<file path="config.mk">
export PLATFORM = sky130hd
export DESIGN_NAME = fpec_cfg
export DESIGN_NICKNAME = d
export VERILOG_FILES = /design/src/sv/fpec_pkg.sv /design/src/sv/fpec_cfg.sv
export SDC_FILE = /design/constraint.sdc
export NUM_CORES = 1
export LEC_CHECK = 0
export BUFFER_PORTS_ARGS = -buffer_cell sky130_fd_sc_hd__buf_2
export CAP_MARGIN = 0
export CORE_MARGIN = 10
export CORE_UTILIZATION = 40
export CTS_BUF_LIST = sky130_fd_sc_hd__clkbuf_16
export CTS_CLUSTER_SIZE = 20
export DETAILED_ROUTE_END_ITERATION = 10
export PLACE_DENSITY_LB_ADDON = 0.08
export SLEW_MARGIN = 15
export SYNTH_ARGS = -nofsm -noshare
export SYNTH_HDL_FRONTEND = slang
export SYNTH_SLANG_ARGS = --single-unit
</file>
<file path="constraint.sdc">
create_clock -name i_clk -period 2 [get_ports i_clk]
set_input_delay 0.4 -clock i_clk [delete_from_list [all_inputs] [get_ports i_clk]]
set_output_delay 0.4 -clock i_clk [all_outputs]
set_load 0.1 [all_outputs]
</file>
<file path="src/sv/fpec_pkg.sv">
package fpec_pkg;

    // Corner coordinates are held in units of 2^-26 (Q12.12 scaled by 2^14).
    localparam int FRAC_SHIFT   = 14;
    localparam int POS_W        = 24;
    localparam int DIR_W        = 16;
    localparam int SIZE_W       = 22;
    localparam int PROD_W       = 38;
    localparam int CORNER_W     = 41;
    localparam int TERM_W       = CORNER_W + 1;
    localparam int SUM_W        = TERM_W + 3;
    localparam int OVER_W       = 28;
    localparam int NUM_CORNERS  = 4;
    localparam int NUM_TERMS    = 2 * NUM_CORNERS;
    localparam int CFG_IDX_W    = 3;
    localparam int CFG_DATA_W   = 24;

    localparam logic [OVER_W-1:0] OVERHANG_MAX = '1;

    // Corner order: front-left, front-right, rear-left, rear-right.
    localparam logic [NUM_CORNERS-1:0] CORNER_FRONT = 4'b0011;
    localparam logic [NUM_CORNERS-1:0] CORNER_RIGHT = 4'b1010;

    typedef enum logic [CFG_IDX_W-1:0] {
        CFG_TABLE_MIN_X = 3'd0,
        CFG_TABLE_MAX_X = 3'd1,
        CFG_TABLE_MIN_Z = 3'd2,
        CFG_TABLE_MAX_Z = 3'd3,
        CFG_SAFE_MARGIN = 3'd4,
        CFG_HALF_LENGTH = 3'd5,
        CFG_HALF_WIDTH  = 3'd6
    } t_cfg_idx;

    typedef struct packed {
        logic signed [POS_W-1:0] pos_x;
        logic signed [POS_W-1:0] pos_z;
        logic signed [DIR_W-1:0] fwd_x;
        logic signed [DIR_W-1:0] fwd_z;
        logic signed [DIR_W-1:0] right_x;
        logic signed [DIR_W-1:0] right_z;
    } t_in_item;

    typedef struct packed {
        logic              cliff_front_left;
        logic              cliff_front_right;
        logic              cliff_rear_left;
        logic              cliff_rear_right;
        logic              all_safe;
        logic [OVER_W-1:0] overhang_total;
    } t_out_item;

    typedef struct packed {
        logic signed [POS_W-1:0] table_min_x;
        logic signed [POS_W-1:0] table_max_x;
        logic signed [POS_W-1:0] table_min_z;
        logic signed [POS_W-1:0] table_max_z;
        logic [SIZE_W-1:0]       safe_margin;
        logic [SIZE_W-1:0]       half_length;
        logic [SIZE_W-1:0]       half_width;
    } t_cfg;

    // Per-stage load enables of the pipeline.
    typedef struct packed {
        logic s2;
        logic s3;
        logic s4;
        logic s5;
    } t_adv;

    typedef logic signed [CORNER_W-1:0] t_coord;
    typedef logic [TERM_W-1:0]          t_term;

endpackage

</file>
<file path="src/sv/fpec_cfg.sv">
module fpec_cfg (
    input  logic                                i_clk,
    input  logic                                i_rst_n,
    input  logic                                i_cfg_valid,
    input  logic [fpec_pkg::CFG_IDX_W-1:0]      i_cfg_index,
    input  logic [fpec_pkg::CFG_DATA_W-1:0]     i_cfg_data,
    output fpec_pkg::t_cfg                      o_cfg
);
    import fpec_pkg::*;

    t_cfg r_cfg;

    always_ff @(posedge i_clk) begin
        if (!i_rst_n) begin
            r_cfg.table_min_x <= -POS_W'(8192);
            r_cfg.table_max_x <= POS_W'(8192);
            r_cfg.table_min_z <= -POS_W'(8192);
            r_cfg.table_max_z <= POS_W'(8192);
            r_cfg.safe_margin <= '0;
            r_cfg.half_length <= SIZE_W'(1024);
            r_cfg.half_width  <= SIZE_W'(512);
        end else if (i_cfg_valid) begin
            case (t_cfg_idx'(i_cfg_index))
                CFG_TABLE_MIN_X: r_cfg.table_min_x <= i_cfg_data;
                CFG_TABLE_MAX_X: r_cfg.table_max_x <= i_cfg_data;
                CFG_TABLE_MIN_Z: r_cfg.table_min_z <= i_cfg_data;
                CFG_TABLE_MAX_Z: r_cfg.table_max_z <= i_cfg_data;
                CFG_SAFE_MARGIN: r_cfg.safe_margin <= i_cfg_data[SIZE_W-1:0];
                CFG_HALF_LENGTH: r_cfg.half_length <= i_cfg_data[SIZE_W-1:0];
                CFG_HALF_WIDTH:  r_cfg.half_width  <= i_cfg_data[SIZE_W-1:0];
                default: ;
            endcase
        end
    end

    assign o_cfg = r_cfg;

endmodule

</file>
==> run summary <==
Status - completed
Max-slew violation count - 0
Cts bufs inserted - 17
FF-to-FF setup slack - 1.35 ns
Cell taking the most area after synthesis - dfxtp_1
Synth Instances - 577
Setup TNS - 0 ns
Area growth, synth to finish - 29.4%
Row count - 44
Sequential area share after synthesis - 53.9%
Drt pass-1 iters - 4
Post-Syn Area per Cell - 10.4 µm²
R2R Path Start - o_cfg[109]
Synth Register Bits - 162
CTS tree - yes
First-pass GRT wire length - 26800 µm
Setup Crit Path Kind - reg -> out
Final Setup Violations - 0
Clk sinks - 162
# port buffers - 191
Setup Buffers After CTS - 0
WP data required - 1.60 ns
Largest net degree at the start of global routing - 58
Crit-path max FO - 2
CTS Buffer Depth - 2
Chip Width - 143 µm
Fmax - 613 MHz
Max Cap Viol - 0
Total Routing Usage GR - 16.9%
CP startpoint kind - flop
Initial Utilization - 41.1%
DIE HEIGHT - 143 µm
Relative slew margins - 65.0%
Critical-path cell list - buf_2
Pwr dens - 952 nW/µm²
Unrepaired setup endpoints after global routing - no
Via/cell ratio - 4.79
Reg clk slew, reported paths - 0.06 ns
Synth warn - 0
Final Hold Viols - 0
Crit end category - output pin
Post_cts resized - 0
CTS root buf - clkbuf_16
Number of DRC markers in iteration 0 - 168
Maximum VDD drop - 593 µV
WL final - 17300 µm
# IOs - 192
Worst r2r path cells - 2
Hold Startpoint - i_cfg_data[9]
Net count after synthesis - 607
CP Data Arrival Time - 1.23 ns
Avg WL per Cell - 18.1 µm
DRC violation count after routing - 0
Fraction of layout cells with a size suffix above 1 - 30.9%
Mapped cell area - 6010 µm²
Tightest Pin Transition - 0.529 ns
Cell family with most CP delay - buffers and inverters
Hold Crit Depth - 3
H-tree levels - 4
Clock Latency Late Sink - 0.42 ns
Unique cell type count in the Yosys netlist - 14
Fin crit share - 81.5%
Routability cong. - 0.750
Initial antenna violation count - 3
Fin crit period - 1.63 ns
Die area - 20300 µm²
Clock skew - 0 ns
Most frequent cells in the layout - 190 x buf_2, 162 x mux2i_1, 162 x dfxtp_1
Static Leak - 4.07 nW
Antenna viol nets, final - 0
Vias in the first global route - 4827
FF-to-FF End - o_cfg[109]
Commonest non-fill, non-tap cell in the layout - buf_2
Post-layout util - 53.1%
Final net count - 786
Detailed placement HPWL - 12800 µm
Hold buffers post-CTS - 0
Grt ovf - 0
Top post-synthesis cells by area - dfxtp_1 54%, mux2i_1 27%, nand2_1 10%
Max reg flops - 162
Buf/Inv on CP - 1
CP max stage delay - 0.44 ns
Placeable Area - 14600 µm²
Tot Pwr - 7.40 mW
Synth top area share - 53.9%
CP max-delay cell - buf_2
Hold-critical path endpoint - o_cfg[9]
Hold Crit Class - in -> reg
Vias - 4576
==> worst max-delay path by stage <==
stage / slack, ns / cells after the start / to / start
6_report: 0.37 / 1 / o_cfg[11] / o_cfg[11]
2_1_floorplan: 0.43 / 5 / o_cfg[151] / i_cfg_index[1]
3_3_place_gp: 0.42 / 4 / o_cfg[150] / i_cfg_index[0]
5_1_grt: 0.33 / 1 / o_cfg[44] / o_cfg[44]
3_5_place_dp: 0.41 / 4 / o_cfg[153] / i_cfg_index[0]
4_1_cts: 0.34 / 1 / o_cfg[44] / o_cfg[44]
==> cells in the mapped netlist <==
| cell type | count |
|---|---|
| nand2_1 | 160 |
| nor4b_1 | 1 |
| nor2b_1 | 39 |
| buf_2 | 16 |
| buf_4 | 3 |
| dfxtp_1 | 162 |
| nand4b_1 | 3 |
| nor4bb_1 | 2 |
| buf_1 | 3 |
| mux2i_1 | 162 |
| clkbuf_1 | 21 |
| nand4bb_1 | 2 |
| or4b_1 | 1 |
| buf_6 | 2 |
==> where the power goes <==
part,switching (mW),total (mW),leakage [nW],internal [mW]
Clock,1.30,3.12,0.271,1.82
Sequential,0.0389,3.34,1.31,3.30
Combinational,0.763,0.948,2.48,0.185
==> layout make-up <==
type                       count  area (µm²)
fill                        1364        6870
sequential                   162        3240
multi-input combinational    370        2590
timing repair buffer         205        1140
clock buffer                  17         425
tap                          184         230
clock inverter                15         144
antenna                        3        7.51
==> cells by family after synthesis <==
kind of cell	count (synthesis)	share of synthesized area, %
buf+inv	45	3.58
simple gates	208	15.5
flops	162	53.9
mux	162	27.0
==> metrics by stage <==
stage	area [µm²]	std cells	hold WS [ns]	worst slack, ns
5_1_grt	7770	953	0.263	0.329
6_report	7780	956	0.257	0.369
2_1_floorplan	6010	577	0.560	0.430
3_5_place_dp	7200	921	0.444	0.406
3_3_place_gp	7200	921	0.440	0.425
4_1_cts	7770	953	0.242	0.344
==> layer usage <==
| layer | wire [µm] | global-route usage (%) | share of wire, % | vias to the layer above |
|---|---|---|---|---|
| met5 | 0 | 0 | 0 | - |
| met4 | 262 | 5.54 | 1.5 | 0 |
| met3 | 1720 | 7.94 | 10 | 17 |
| met2 | 8320 | 28.2 | 48 | 137 |
| met1 | 6950 | 18.7 | 40 | 2152 |
| li1 | - | - | - | 2270 |
Note: power is estimated with default switching activity, not from simulation.
