===== config.mk =====
export PLATFORM = sky130hd
export DESIGN_NAME = fpec_geom
export DESIGN_NICKNAME = d
export VERILOG_FILES = /design/src/sv/fpec_pkg.sv /design/src/sv/fpec_geom.sv
export SDC_FILE = /design/constraint.sdc
export NUM_CORES = 2
export LEC_CHECK = 0
export ABC_CLOCK_PERIOD_IN_PS = 8500
export BUFFER_PORTS_ARGS = -buffer_cell sky130_fd_sc_hd__buf_2
export CAP_MARGIN = 10
export CORE_MARGIN = 5
export CORE_UTILIZATION = 58
export CTS_BUF_LIST = sky130_fd_sc_hd__clkbuf_8 sky130_fd_sc_hd__clkbuf_16
export DETAILED_ROUTE_END_ITERATION = 16
export MAX_ROUTING_LAYER = met4
export PLACE_DENSITY = 0.8
export SYNTH_ARGS = -nofsm -noshare
export SYNTH_HDL_FRONTEND = slang
export SYNTH_SLANG_ARGS = --single-unit

===== constraint.sdc =====
create_clock -name i_clk -period 8.5 [get_ports i_clk]
set_input_delay 2.55 -clock i_clk [delete_from_list [all_inputs] [get_ports i_clk]]
set_output_delay 2.55 -clock i_clk [all_outputs]
set_load 0.005 [all_outputs]

===== src/sv/fpec_pkg.sv =====
package fpec_pkg;

    // Corner coordinates are held in units of 2^-26 (Q12.12 scaled by 2^14).
    localparam int FRAC_SHIFT   = 14;
    localparam int POS_W        = 24;
    localparam int DIR_W        = 16;
    localparam int SIZE_W       = 22;
    localparam int PROD_W       = 38;
    localparam int CORNER_W     = 41;
    localparam int TERM_W       = CORNER_W + 1;
    localparam int SUM_W        = TERM_W + 3;
    localparam int OVER_W       = 28;
    localparam int NUM_CORNERS  = 4;
    localparam int NUM_TERMS    = 2 * NUM_CORNERS;
    localparam int CFG_IDX_W    = 3;
    localparam int CFG_DATA_W   = 24;

    localparam logic [OVER_W-1:0] OVERHANG_MAX = '1;

    // Corner order: front-left, front-right, rear-left, rear-right.
    localparam logic [NUM_CORNERS-1:0] CORNER_FRONT = 4'b0011;
    localparam logic [NUM_CORNERS-1:0] CORNER_RIGHT = 4'b1010;

    typedef enum logic [CFG_IDX_W-1:0] {
        CFG_TABLE_MIN_X = 3'd0,
        CFG_TABLE_MAX_X = 3'd1,
        CFG_TABLE_MIN_Z = 3'd2,
        CFG_TABLE_MAX_Z = 3'd3,
        CFG_SAFE_MARGIN = 3'd4,
        CFG_HALF_LENGTH = 3'd5,
        CFG_HALF_WIDTH  = 3'd6
    } t_cfg_idx;

    typedef struct packed {
        logic signed [POS_W-1:0] pos_x;
        logic signed [POS_W-1:0] pos_z;
        logic signed [DIR_W-1:0] fwd_x;
        logic signed [DIR_W-1:0] fwd_z;
        logic signed [DIR_W-1:0] right_x;
        logic signed [DIR_W-1:0] right_z;
    } t_in_item;

    typedef struct packed {
        logic              cliff_front_left;
        logic              cliff_front_right;
        logic              cliff_rear_left;
        logic              cliff_rear_right;
        logic              all_safe;
        logic [OVER_W-1:0] overhang_total;
    } t_out_item;

    typedef struct packed {
        logic signed [POS_W-1:0] table_min_x;
        logic signed [POS_W-1:0] table_max_x;
        logic signed [POS_W-1:0] table_min_z;
        logic signed [POS_W-1:0] table_max_z;
        logic [SIZE_W-1:0]       safe_margin;
        logic [SIZE_W-1:0]       half_length;
        logic [SIZE_W-1:0]       half_width;
    } t_cfg;

    // Per-stage load enables of the pipeline.
    typedef struct packed {
        logic s2;
        logic s3;
        logic s4;
        logic s5;
    } t_adv;

    typedef logic signed [CORNER_W-1:0] t_coord;
    typedef logic [TERM_W-1:0]          t_term;

endpackage


===== src/sv/fpec_geom.sv =====
module fpec_geom (
    input  logic                    i_clk,
    input  fpec_pkg::t_adv          i_adv,
    input  fpec_pkg::t_in_item      i_item,
    input  fpec_pkg::t_cfg          i_cfg,
    output fpec_pkg::t_coord        o_cx [fpec_pkg::NUM_CORNERS],
    output fpec_pkg::t_coord        o_cz [fpec_pkg::NUM_CORNERS]
);
    import fpec_pkg::*;

    logic signed [PROD_W-1:0] r_lfx, r_lfz, r_wrx, r_wrz;
    logic signed [PROD_W-1:0] n_lfx, n_lfz, n_wrx, n_wrz;
    logic signed [PROD_W-1:0] hl_ext, hw_ext;
    t_coord r_px, r_pz, n_px, n_pz;
    t_coord r_cx [NUM_CORNERS];
    t_coord r_cz [NUM_CORNERS];
    t_coord n_cx [NUM_CORNERS];
    t_coord n_cz [NUM_CORNERS];

    // Stage 2: the four half-size products and the scaled centre.
    always_comb begin
        hl_ext = $signed(PROD_W'(i_cfg.half_length));
        hw_ext = $signed(PROD_W'(i_cfg.half_width));
        n_lfx  = PROD_W'(i_item.fwd_x) * hl_ext;
        n_lfz  = PROD_W'(i_item.fwd_z) * hl_ext;
        n_wrx  = PROD_W'(i_item.right_x) * hw_ext;
        n_wrz  = PROD_W'(i_item.right_z) * hw_ext;
        n_px   = CORNER_W'($signed({i_item.pos_x, FRAC_SHIFT'(0)}));
        n_pz   = CORNER_W'($signed({i_item.pos_z, FRAC_SHIFT'(0)}));
    end

    always_ff @(posedge i_clk) begin
        if (i_adv.s2) begin
            r_lfx <= n_lfx;
            r_lfz <= n_lfz;
            r_wrx <= n_wrx;
            r_wrz <= n_wrz;
            r_px  <= n_px;
            r_pz  <= n_pz;
        end
    end

    // Stage 3: corners as centre +/- length term +/- width term.
    always_comb begin
        for (int k = 0; k < NUM_CORNERS; k++) begin
            n_cx[k] = r_px
                    + (CORNER_FRONT[k] ? CORNER_W'(r_lfx) : -CORNER_W'(r_lfx))
                    + (CORNER_RIGHT[k] ? CORNER_W'(r_wrx) : -CORNER_W'(r_wrx));
            n_cz[k] = r_pz
                    + (CORNER_FRONT[k] ? CORNER_W'(r_lfz) : -CORNER_W'(r_lfz))
                    + (CORNER_RIGHT[k] ? CORNER_W'(r_wrz) : -CORNER_W'(r_wrz));
        end
    end

    always_ff @(posedge i_clk) begin
        if (i_adv.s3) begin
            r_cx <= n_cx;
            r_cz <= n_cz;
        end
    end

    assign o_cx = r_cx;
    assign o_cz = r_cz;

endmodule


==> metrics <==
post-synth cell types=80; max-capacitance violation count=0; Hold Path Class=reg -> reg; most numerous cell in the Yosys netlist=inv_1; DRC violations left=0; initial antenna violation count=19; Worst Hold Launch=r_lfz[0]$_DFFE_PP_; Routed Wire Length=around 240000 um; synthesized flop and latch total=520; RD Place Congestion=0.9986; # rows=140; # setup viols final=0; outcome=complete, no violations; DP Cell Count=11800; First DRT Iteration DRCs=5319; I/O pins=approximately 610; Initial Utilization=between 50% and 60%; dpl hpwl=~200000 um; number of flops mapped to enable cells by yosys=520; Reg clk slew, reported paths=about 0.060 ns; Avg Synthesized Cell Area=around 9.2 um^2; Max Slew Vio Count=0; fin crit period=between 8 and 9 ns; CTS sink cnt=520; WL per Instance=19.85 um; post-place instance area=92700 um^2; Max FO, Critical Path=12; DIE WIDTH=392.0 um; cell accounting for the most synthesized area=fa_1; pre-CTS WS=-0.8239 ns; Layout Nets=12280; Worst Setup SP=i_item[4]; Core Util, Final=65.36%; fin area=around 95000 um^2; GR Util met1=about 40%; Setup CP Type=in -> reg; met2 Usage GRT=51.40%; ys flop type=edfxtp_1; Commonest cells post-synth=inv_1 (1605), fa_1 (1122), nand2_1 (970), ha_1 (928), and2_1 (600); clock skew=0.03682 ns; first-pass GRT wire length=375100 um; post-synthesis sequential area ratio=18.45%; via/cell ratio=5.690; largest net degree at the start of global routing=roughly 160; hold_buf cts=0; total track usage=between 30% and 40%; Slew @ Worst Pin=0.9743 ns; Post-Syn Instances=~9200; Core ar.=145400 um^2; ys async rst share=0%; Netlist Area Pre-Place=84620 um^2; busiest metal layer after global routing=met2; non-filler cells in the finished layout=11940; Final WS setup=around 0.15 ns; worst skew pair latency=between 0.6 and 0.7 ns; grt ovf=0; Worst EP arrival=8.88 ns; Die ar.=153600 um^2; Slew Limit Headroom=35.05%; final hold vios=0; CTS root buf=clkbuf_16; dominant cells by area after synthesis=fa_1 (27%), edfxtp_1 (18%), ha_1 (14%); Clock Tree Buf Depth=3; DR pass1 iterations=11; fmax=119.8 MHz; GR Util met3=between 3 and 4%; CP Launch Type=input port; port bufs=486; H-tree depth=2; Layout area overhead=12.31%; Ys Warns=0; R2R Path Start=r_lfx[8]$_DFFE_PP_; Worst Setup End Kind=flop; vias post-DR=just under 70000; vias in the first global route=between 70000 and 80000; post-route ant nets=0; Die H=392.0 um; CTS tree=yes; Post-Syn Nets=11520; CP required=9.03 ns; final period utilization=98.23%; Synth top area share=26.54%; layout cell share with drive strength beyond 1=12.34%; total CTS buffers=58
-- layout make-up --
| type | instances | area, um^2 |
|---|---|---|
| flip-flops and latches | 520 | 15620 |
| repair buffers | 1064 | 7169 |
| clock inverters | 45 | 475.5 |
| fillers | 11680 | 50360 |
| clock buffers | 61 | 1526 |
| multi-input cells | 6703 | 61770 |
| inverters | 1605 | 6025 |
| diodes | 21 | 52.55 |
| well taps | 1917 | 2399 |
-- routing by layer --
layer | share of wire [%] | wire length, um
met5 | 0 | 0
met4 | 4.1 | 9785
met3 | 7.2 | 17140
met2 | 48 | 113100
met1 | 41 | 96860
-- sequential cells by signal (all words and copies together) (netlist names) --
signal  cells
r_wrx      38
r_wrz      38
o_cx      160
o_cz      160
r_px       24
r_lfz      38
r_pz       24
r_lfx      38
-- repair_timing --
item / in CTS / in global routing
hold endpoints to repair: 0 / 0
setup buffers: 0 / 7
gates resized for setup: 10 / 50
endpoints found under the setup margin: 8 / 21
pin swaps: 0 / 14
-- final timing paths --
| path | endpoint | slack, ns | cells after the start |
|---|---|---|---|
| worst max-delay path | r_wrz[36]$_DFFE_PP_ | 0.15 | 23 |
| worst min-delay path | o_cz[123]$_DFFE_PP_ | 0.72 | 1 |
| worst max register to register | o_cx[38]$_DFFE_PP_ | 2.14 | 19 |
| worst min register to register | o_cz[123]$_DFFE_PP_ | 0.72 | 1 |
-- critical path, cell delays in order --
cell,delay (ns)
buf_4,0.18
buf_4,0.16
and2_1,0.16
fa_1,0.53
inv_1,0.05
fa_1,0.52
fa_2,0.46
fa_1,0.55
inv_1,0.06
fa_1,0.47
fa_1,0.54
ha_4,0.21
and3_1,0.18
o21a_1,0.20
a311oi_4,0.36
a31oi_4,0.13
o211ai_1,0.21
a21oi_2,0.09
o21ai_2,0.16
o31a_1,0.21
a31oi_2,0.11
or4b_2,0.63
nand3_1,0.11
-- cell families (layout without fill, tap and decap cells) --
family / count (synthesis) / count (layout) / share of synthesized area [%]
flops: 520 / 520 / 18.45
mux: 1 / 1 / 0.01183
xor+xnor: 621 / 621 / 6.428
fa+ha+maj: 2050 / 2050 / 40.27
simple gates: 2563 / 2563 / 14.88
compound gates: 1468 / 1468 / 11.17
other cells: 0 / 21 / 0
buf+inv: 1969 / 2775 / 8.783
-- stage by stage --
stage | setup TNS [ns] | hold slack, ns
after floorplan | -0.007584 | 0.5855
after global placement | -18.20 | 0.7015
after detailed placement | -21.00 | 0.7281
after CTS | 0 | 0.7511
after global routing | -0.09857 | 0.7632
final | 0 | 0.7206
-- cell usage in the layout, fill, tap and decap left out, types with 14 or more instances in the layout --
master	n
inv_1	1611
fa_1	1119
nand2_1	970
ha_1	924
and2_1	600
buf_4	555
edfxtp_1	520
a21oi_1	480
buf_2	466
xnor2_1	446
nor2_1	370
a21o_1	282
o21ai_0	214
xor2_1	175
nand2b_1	109
nor3_1	103
o21bai_1	90
nand3_1	89
o21a_1	76
nor2b_1	67
nand4_1	63
clkbuf_16	61
and3_1	48
a31oi_1	39
a211oi_1	38
o211ai_1	33
nor4_1	32
or3_1	28
buf_12	24
diode_2	21
or2_2	20
o31ai_1	16
a211o_1	14
a21boi_0	14
Power is left out: the tool's default activity adds up to more than one toggle a clock period on the data nets, which glitch-free logic cannot reach.
