File: src/sv/fpec_pkg.sv
package fpec_pkg;

    // Corner coordinates are held in units of 2^-26 (Q12.12 scaled by 2^14).
    localparam int FRAC_SHIFT   = 14;
    localparam int POS_W        = 24;
    localparam int DIR_W        = 16;
    localparam int SIZE_W       = 22;
    localparam int PROD_W       = 38;
    localparam int CORNER_W     = 41;
    localparam int TERM_W       = CORNER_W + 1;
    localparam int SUM_W        = TERM_W + 3;
    localparam int OVER_W       = 28;
    localparam int NUM_CORNERS  = 4;
    localparam int NUM_TERMS    = 2 * NUM_CORNERS;
    localparam int CFG_IDX_W    = 3;
    localparam int CFG_DATA_W   = 24;

    localparam logic [OVER_W-1:0] OVERHANG_MAX = '1;

    // Corner order: front-left, front-right, rear-left, rear-right.
    localparam logic [NUM_CORNERS-1:0] CORNER_FRONT = 4'b0011;
    localparam logic [NUM_CORNERS-1:0] CORNER_RIGHT = 4'b1010;

    typedef enum logic [CFG_IDX_W-1:0] {
        CFG_TABLE_MIN_X = 3'd0,
        CFG_TABLE_MAX_X = 3'd1,
        CFG_TABLE_MIN_Z = 3'd2,
        CFG_TABLE_MAX_Z = 3'd3,
        CFG_SAFE_MARGIN = 3'd4,
        CFG_HALF_LENGTH = 3'd5,
        CFG_HALF_WIDTH  = 3'd6
    } t_cfg_idx;

    typedef struct packed {
        logic signed [POS_W-1:0] pos_x;
        logic signed [POS_W-1:0] pos_z;
        logic signed [DIR_W-1:0] fwd_x;
        logic signed [DIR_W-1:0] fwd_z;
        logic signed [DIR_W-1:0] right_x;
        logic signed [DIR_W-1:0] right_z;
    } t_in_item;

    typedef struct packed {
        logic              cliff_front_left;
        logic              cliff_front_right;
        logic              cliff_rear_left;
        logic              cliff_rear_right;
        logic              all_safe;
        logic [OVER_W-1:0] overhang_total;
    } t_out_item;

    typedef struct packed {
        logic signed [POS_W-1:0] table_min_x;
        logic signed [POS_W-1:0] table_max_x;
        logic signed [POS_W-1:0] table_min_z;
        logic signed [POS_W-1:0] table_max_z;
        logic [SIZE_W-1:0]       safe_margin;
        logic [SIZE_W-1:0]       half_length;
        logic [SIZE_W-1:0]       half_width;
    } t_cfg;

    // Per-stage load enables of the pipeline.
    typedef struct packed {
        logic s2;
        logic s3;
        logic s4;
        logic s5;
    } t_adv;

    typedef logic signed [CORNER_W-1:0] t_coord;
    typedef logic [TERM_W-1:0]          t_term;

endpackage

File: src/sv/fpec_judge.sv
module fpec_judge (
    input  logic                    i_clk,
    input  fpec_pkg::t_adv          i_adv,
    input  fpec_pkg::t_cfg          i_cfg,
    input  fpec_pkg::t_coord        i_cx [fpec_pkg::NUM_CORNERS],
    input  fpec_pkg::t_coord        i_cz [fpec_pkg::NUM_CORNERS],
    output fpec_pkg::t_out_item     o_item
);
    import fpec_pkg::*;

    t_coord min_x, max_x, min_z, max_z, margin;
    t_coord smin_x, smax_x, smin_z, smax_z;
    logic [NUM_CORNERS-1:0] n_cliff, r_cliff, in_safe;
    logic r_safe;
    t_term n_term [NUM_TERMS];
    t_term r_term [NUM_TERMS];
    logic [SUM_W-1:0]          sum;
    logic [SUM_W-FRAC_SHIFT:0] rounded;
    t_out_item n_item, r_item;

    function automatic t_term axis_over(input t_coord c, input t_coord lo, input t_coord hi);
        t_term d;
        begin
            d = '0;
            if (c < lo) begin
                d = TERM_W'(lo) - TERM_W'(c);
            end else if (c > hi) begin
                d = TERM_W'(c) - TERM_W'(hi);
            end
            return d;
        end
    endfunction

    // Stage 4: bound tests and per-axis overhang of every corner.
    always_comb begin
        min_x  = CORNER_W'($signed({i_cfg.table_min_x, FRAC_SHIFT'(0)}));
        max_x  = CORNER_W'($signed({i_cfg.table_max_x, FRAC_SHIFT'(0)}));
        min_z  = CORNER_W'($signed({i_cfg.table_min_z, FRAC_SHIFT'(0)}));
        max_z  = CORNER_W'($signed({i_cfg.table_max_z, FRAC_SHIFT'(0)}));
        margin = CORNER_W'({i_cfg.safe_margin, FRAC_SHIFT'(0)});
        smin_x = min_x + margin;
        smax_x = max_x - margin;
        smin_z = min_z + margin;
        smax_z = max_z - margin;
        for (int k = 0; k < NUM_CORNERS; k++) begin
            n_cliff[k] = !(i_cx[k] >= min_x && i_cx[k] <= max_x &&
                           i_cz[k] >= min_z && i_cz[k] <= max_z);
            in_safe[k] = i_cx[k] >= smin_x && i_cx[k] <= smax_x &&
                         i_cz[k] >= smin_z && i_cz[k] <= smax_z;
            n_term[2*k]   = axis_over(i_cx[k], min_x, max_x);
            n_term[2*k+1] = axis_over(i_cz[k], min_z, max_z);
        end
    end

    always_ff @(posedge i_clk) begin
        if (i_adv.s4) begin
            r_cliff <= n_cliff;
            r_safe  <= &in_safe;
            r_term  <= n_term;
        end
    end

    // Stage 5: sum, round to Q16.12 with ties up, then saturate.
    always_comb begin
        sum = '0;
        for (int t = 0; t < NUM_TERMS; t++) begin
            sum = sum + SUM_W'(r_term[t]);
        end
        rounded = (SUM_W - FRAC_SHIFT + 1)'(
                  ((SUM_W + 1)'(sum) + (SUM_W + 1)'(1 << (FRAC_SHIFT - 1))) >> FRAC_SHIFT);
        n_item.cliff_front_left  = r_cliff[0];
        n_item.cliff_front_right = r_cliff[1];
        n_item.cliff_rear_left   = r_cliff[2];
        n_item.cliff_rear_right  = r_cliff[3];
        n_item.all_safe          = r_safe;
        if (rounded > (SUM_W - FRAC_SHIFT + 1)'(OVERHANG_MAX)) begin
            n_item.overhang_total = OVERHANG_MAX;
        end else begin
            n_item.overhang_total = rounded[OVER_W-1:0];
        end
    end

    always_ff @(posedge i_clk) begin
        if (i_adv.s5) begin
            r_item <= n_item;
        end
    end

    assign o_item = r_item;

endmodule

File: config.mk
export PLATFORM = sky130hd
export DESIGN_NAME = fpec_judge
export DESIGN_NICKNAME = d
export VERILOG_FILES = /design/src/sv/fpec_pkg.sv /design/src/sv/fpec_judge.sv
export SDC_FILE = /design/constraint.sdc
export NUM_CORES = 2
export LEC_CHECK = 0
export BUFFER_PORTS_ARGS = -buffer_cell sky130_fd_sc_hd__buf_2
export CORE_UTILIZATION = 55
export DETAILED_ROUTE_END_ITERATION = 7
export PLACE_DENSITY = 0.83
export SETUP_SLACK_MARGIN = 0.1
export SLEW_MARGIN = 5
export SYNTH_ARGS = -nofsm -noshare
export SYNTH_HDL_FRONTEND = slang
export SYNTH_SLANG_ARGS = --single-unit
File: constraint.sdc
create_clock -name i_clk -period 11.4 [get_ports i_clk]
set_input_delay 1.71 -clock i_clk [delete_from_list [all_inputs] [get_ports i_clk]]
set_output_delay 1.71 -clock i_clk [all_outputs]
set_load 0.005 [all_outputs]
==> results.cfg <==
[run_status]
status = finished with violations
failed_checks = design-rule violations

[clocking]
post_cts.repair.setup_buffers = 0
cts.sinks = 374
cts_max_path_buffers = 3
cts_inserted_buffers = 46
clock_latency_ns = 0.67
cts-root-buf = clkbuf_16
htreeDepth = 2
cts_tree = done
cts_hold_buf = 0
cts.repair.resized = 0
clk_pin_slew_ns = 0.06

[yosys]
ys_ff_latch = 374
ys.flop_type = edfxtp_1
synth_xor_area_frac = 0.0687
ys_types = 89
synth.mux.area_fraction = 0.00100
async_reset_ff_frac = 0
syn_inst = 7196
synth_compound_area_frac = 0.235
synth_top_family_by_area = adder cells
syn_area_per_cell_um2 = 8.50
synth_adder_area_share = 0.299
ys_seq_area_frac = 0.184
synth_edf_count = 374
synth_fp_nets = 8998
synth_simple_gate_area_share = 0.147
yosysWarnings = 0
synth_area_mm2 = 0.0612

[route]
met3WireLength_um = 34500
drc_errors = 4
routed.top_layer = met5
routed_wl_um = 275000
dr.pass1.iters = 8
via_per_inst = 6.59
drt_iter0_drc = 7939
wl_met1_um = 106000
wl_per_cell_um = 29.9
ant_nets = 0
vias = 60800
wl_met2_um = 108000

[min_path]
hold_class = reg2reg

[global_route]
grt_first_pass_wirelength_um = 382000
antenna_found_initial = 25
grt_overflow = 0
grt_pass1_vias = 55000
grt_usage = 0.475
grt_start_max_net_pins = 144

[power_and_ir_drop]
total_leakage_power_nw = 32.7
powerDensity_mw_per_mm2 = 242
ir_worst_vdd_mv = 0.702

[sta]
slew_headroom = 0.0650
setup-tns-final_ns = 0
finalMaxSlewViolations = 0
fmax_ghz = 0.119
min_period_ns = 8.43
period_share = 0.740
setup_violations = 0
finalHoldViolCount = 0
clock_skew_ns = 0.0447
worst_pin_slew_ns = 1.39
rsz0062_at_grt = no

[finish]
final_nets = 9471
areaGrowthSynthToFinish_pct = 9.79
drive_above_1_share = 0.0946
instances_no_fill = 9218
final_common_cell = ha_1
fillers = 9784
final_cell_mix = 1046 x ha_1, 934 x inv_1, 592 x a21oi_1

[placement]
dpl.hpwl_um = 230000
place_inst = 9109
place.gp.congestion = 1.10
io_buffers = 481

[floorplan]
fp.dieW_um = 336
coreArea_mm2 = 0.111
die_h_um = 336
rows = 122
start_util = 0.554
ios = 528
die-area_mm2 = 0.113

[worst_setup_path]
critical_path_class = reg2reg
arrival_ns = 8.78
required_ns = 11.75
path_max_fanout = 16
cp-start-kind = flop
crit_path_end_kind = flop

[flow_run]
drv_cap = 0
-- cells by family (layout without fill, tap and decap cells) --
logic type                 Yosys count  after routing
AOI/OAI and AO/OA                 2229           2229
and+or+nand+nor                   1748           1748
adders and majority gates         1307           1307
buffers and inverters             1052           1563
xor gates and xnor gates           480            480
DFF                                374            374
muxes                                6              6
other                                0             23
-- synthesized netlist by cell type (all sizes together), types with 158 or more instances --
cell type / n / area, µm²
a21o: 443 / 3330
a21oi: 594 / 2980
edfxtp: 374 / 11200
fa: 261 / 5230
ha: 1046 / 13100
inv: 934 / 3510
nand2: 299 / 1120
nand3: 209 / 1050
nand4: 182 / 1140
nor2: 364 / 1370
nor3: 158 / 791
o21ai: 426 / 2130
xnor2: 253 / 2220
xor2: 227 / 1990
-- worst max-delay path, cell delays in order (launching register included) --
cell       delay (ns)
edfxtp_1         0.33
inv_1            0.11
fa_1             0.77
inv_1            0.13
fa_1             0.58
fa_1             0.64
fa_1             0.44
ha_1             0.31
nand4b_1         0.11
o21ai_0          1.01
a21oi_1          0.31
a2111oi_0        0.62
buf_4            0.24
o21ai_0          0.34
a21oi_1          0.64
o221ai_1         0.43
a21oi_1          0.40
a21oi_2          0.22
buf_4            0.27
o31ai_1          0.20
-- layer usage --
| layer | GRT usage | vias up |
|---|---|---|
| met1 | 0.611 | 28500 |
| met3 | 0.141 | 903 |
| met2 | 0.662 | 3930 |
| li1 | - | 27400 |
| met5 | 0.00304 | - |
| met4 | 0.368 | 12 |
-- state kept, by name, indices dropped and copies added, names as in the netlist --
name	cells
r_term	336
r_cliff	4
o_item	33
r_safe	1
-- per-stage QoR --
stage / hold WS [ns] / util / setup slack (ns) / total power [W] / area (µm²)
global route: 0.431 / 0.608 / 2.96 / 0.0174 / 67100
detailed placement: 0.406 / 0.593 / 2.98 / 0.0141 / 65600
global placement: 0.402 / 0.593 / 3.16 / 0.0138 / 65600
finish: 0.424 / 0.608 / 2.97 / 0.0162 / 67200
floorplan: 0.400 / - / 5.26 / 0.0104 / 61200
CTS: 0.421 / 0.607 / 3.61 / 0.0158 / 67100
-- path summary, 6_finish.rpt --
kind | from | end | slack [ns] | cells past startpoint
min | r_cliff[0]$_DFFE_PP_ | o_item[32]$_DFFE_PP_ | 0.42 | 0
min reg2reg | r_cliff[0]$_DFFE_PP_ | o_item[32]$_DFFE_PP_ | 0.42 | 0
max | r_term[129]$_DFFE_PP_ | o_item[19]$_SDFFCE_PN1P_ | 2.97 | 19
max reg2reg | r_term[129]$_DFFE_PP_ | o_item[19]$_SDFFCE_PN1P_ | 2.97 | 19
-- where the power goes --
group	internal [W]	leakage [nW]	switching [W]
sequential	0.00193	3.61	0.000140
clock	0.000888	0.749	0.000680
combinational	0.00484	28.4	0.00776
-- final cells by class --
class | instances | area, µm² | area share
sequential | 374 | 11200 | 0.167
clock inverter | 37 | 407 | 0.00605
multi-input combinational | 5770 | 46100 | 0.686
clock buffer | 49 | 1160 | 0.0173
antenna | 23 | 57.6 | 0.000857
tap | 1488 | 1860 | 0.0277
timing repair buffer | 543 | 2900 | 0.0431
inverter | 934 | 3510 | 0.0522
Note: power is estimated with default switching activity, not from simulation.
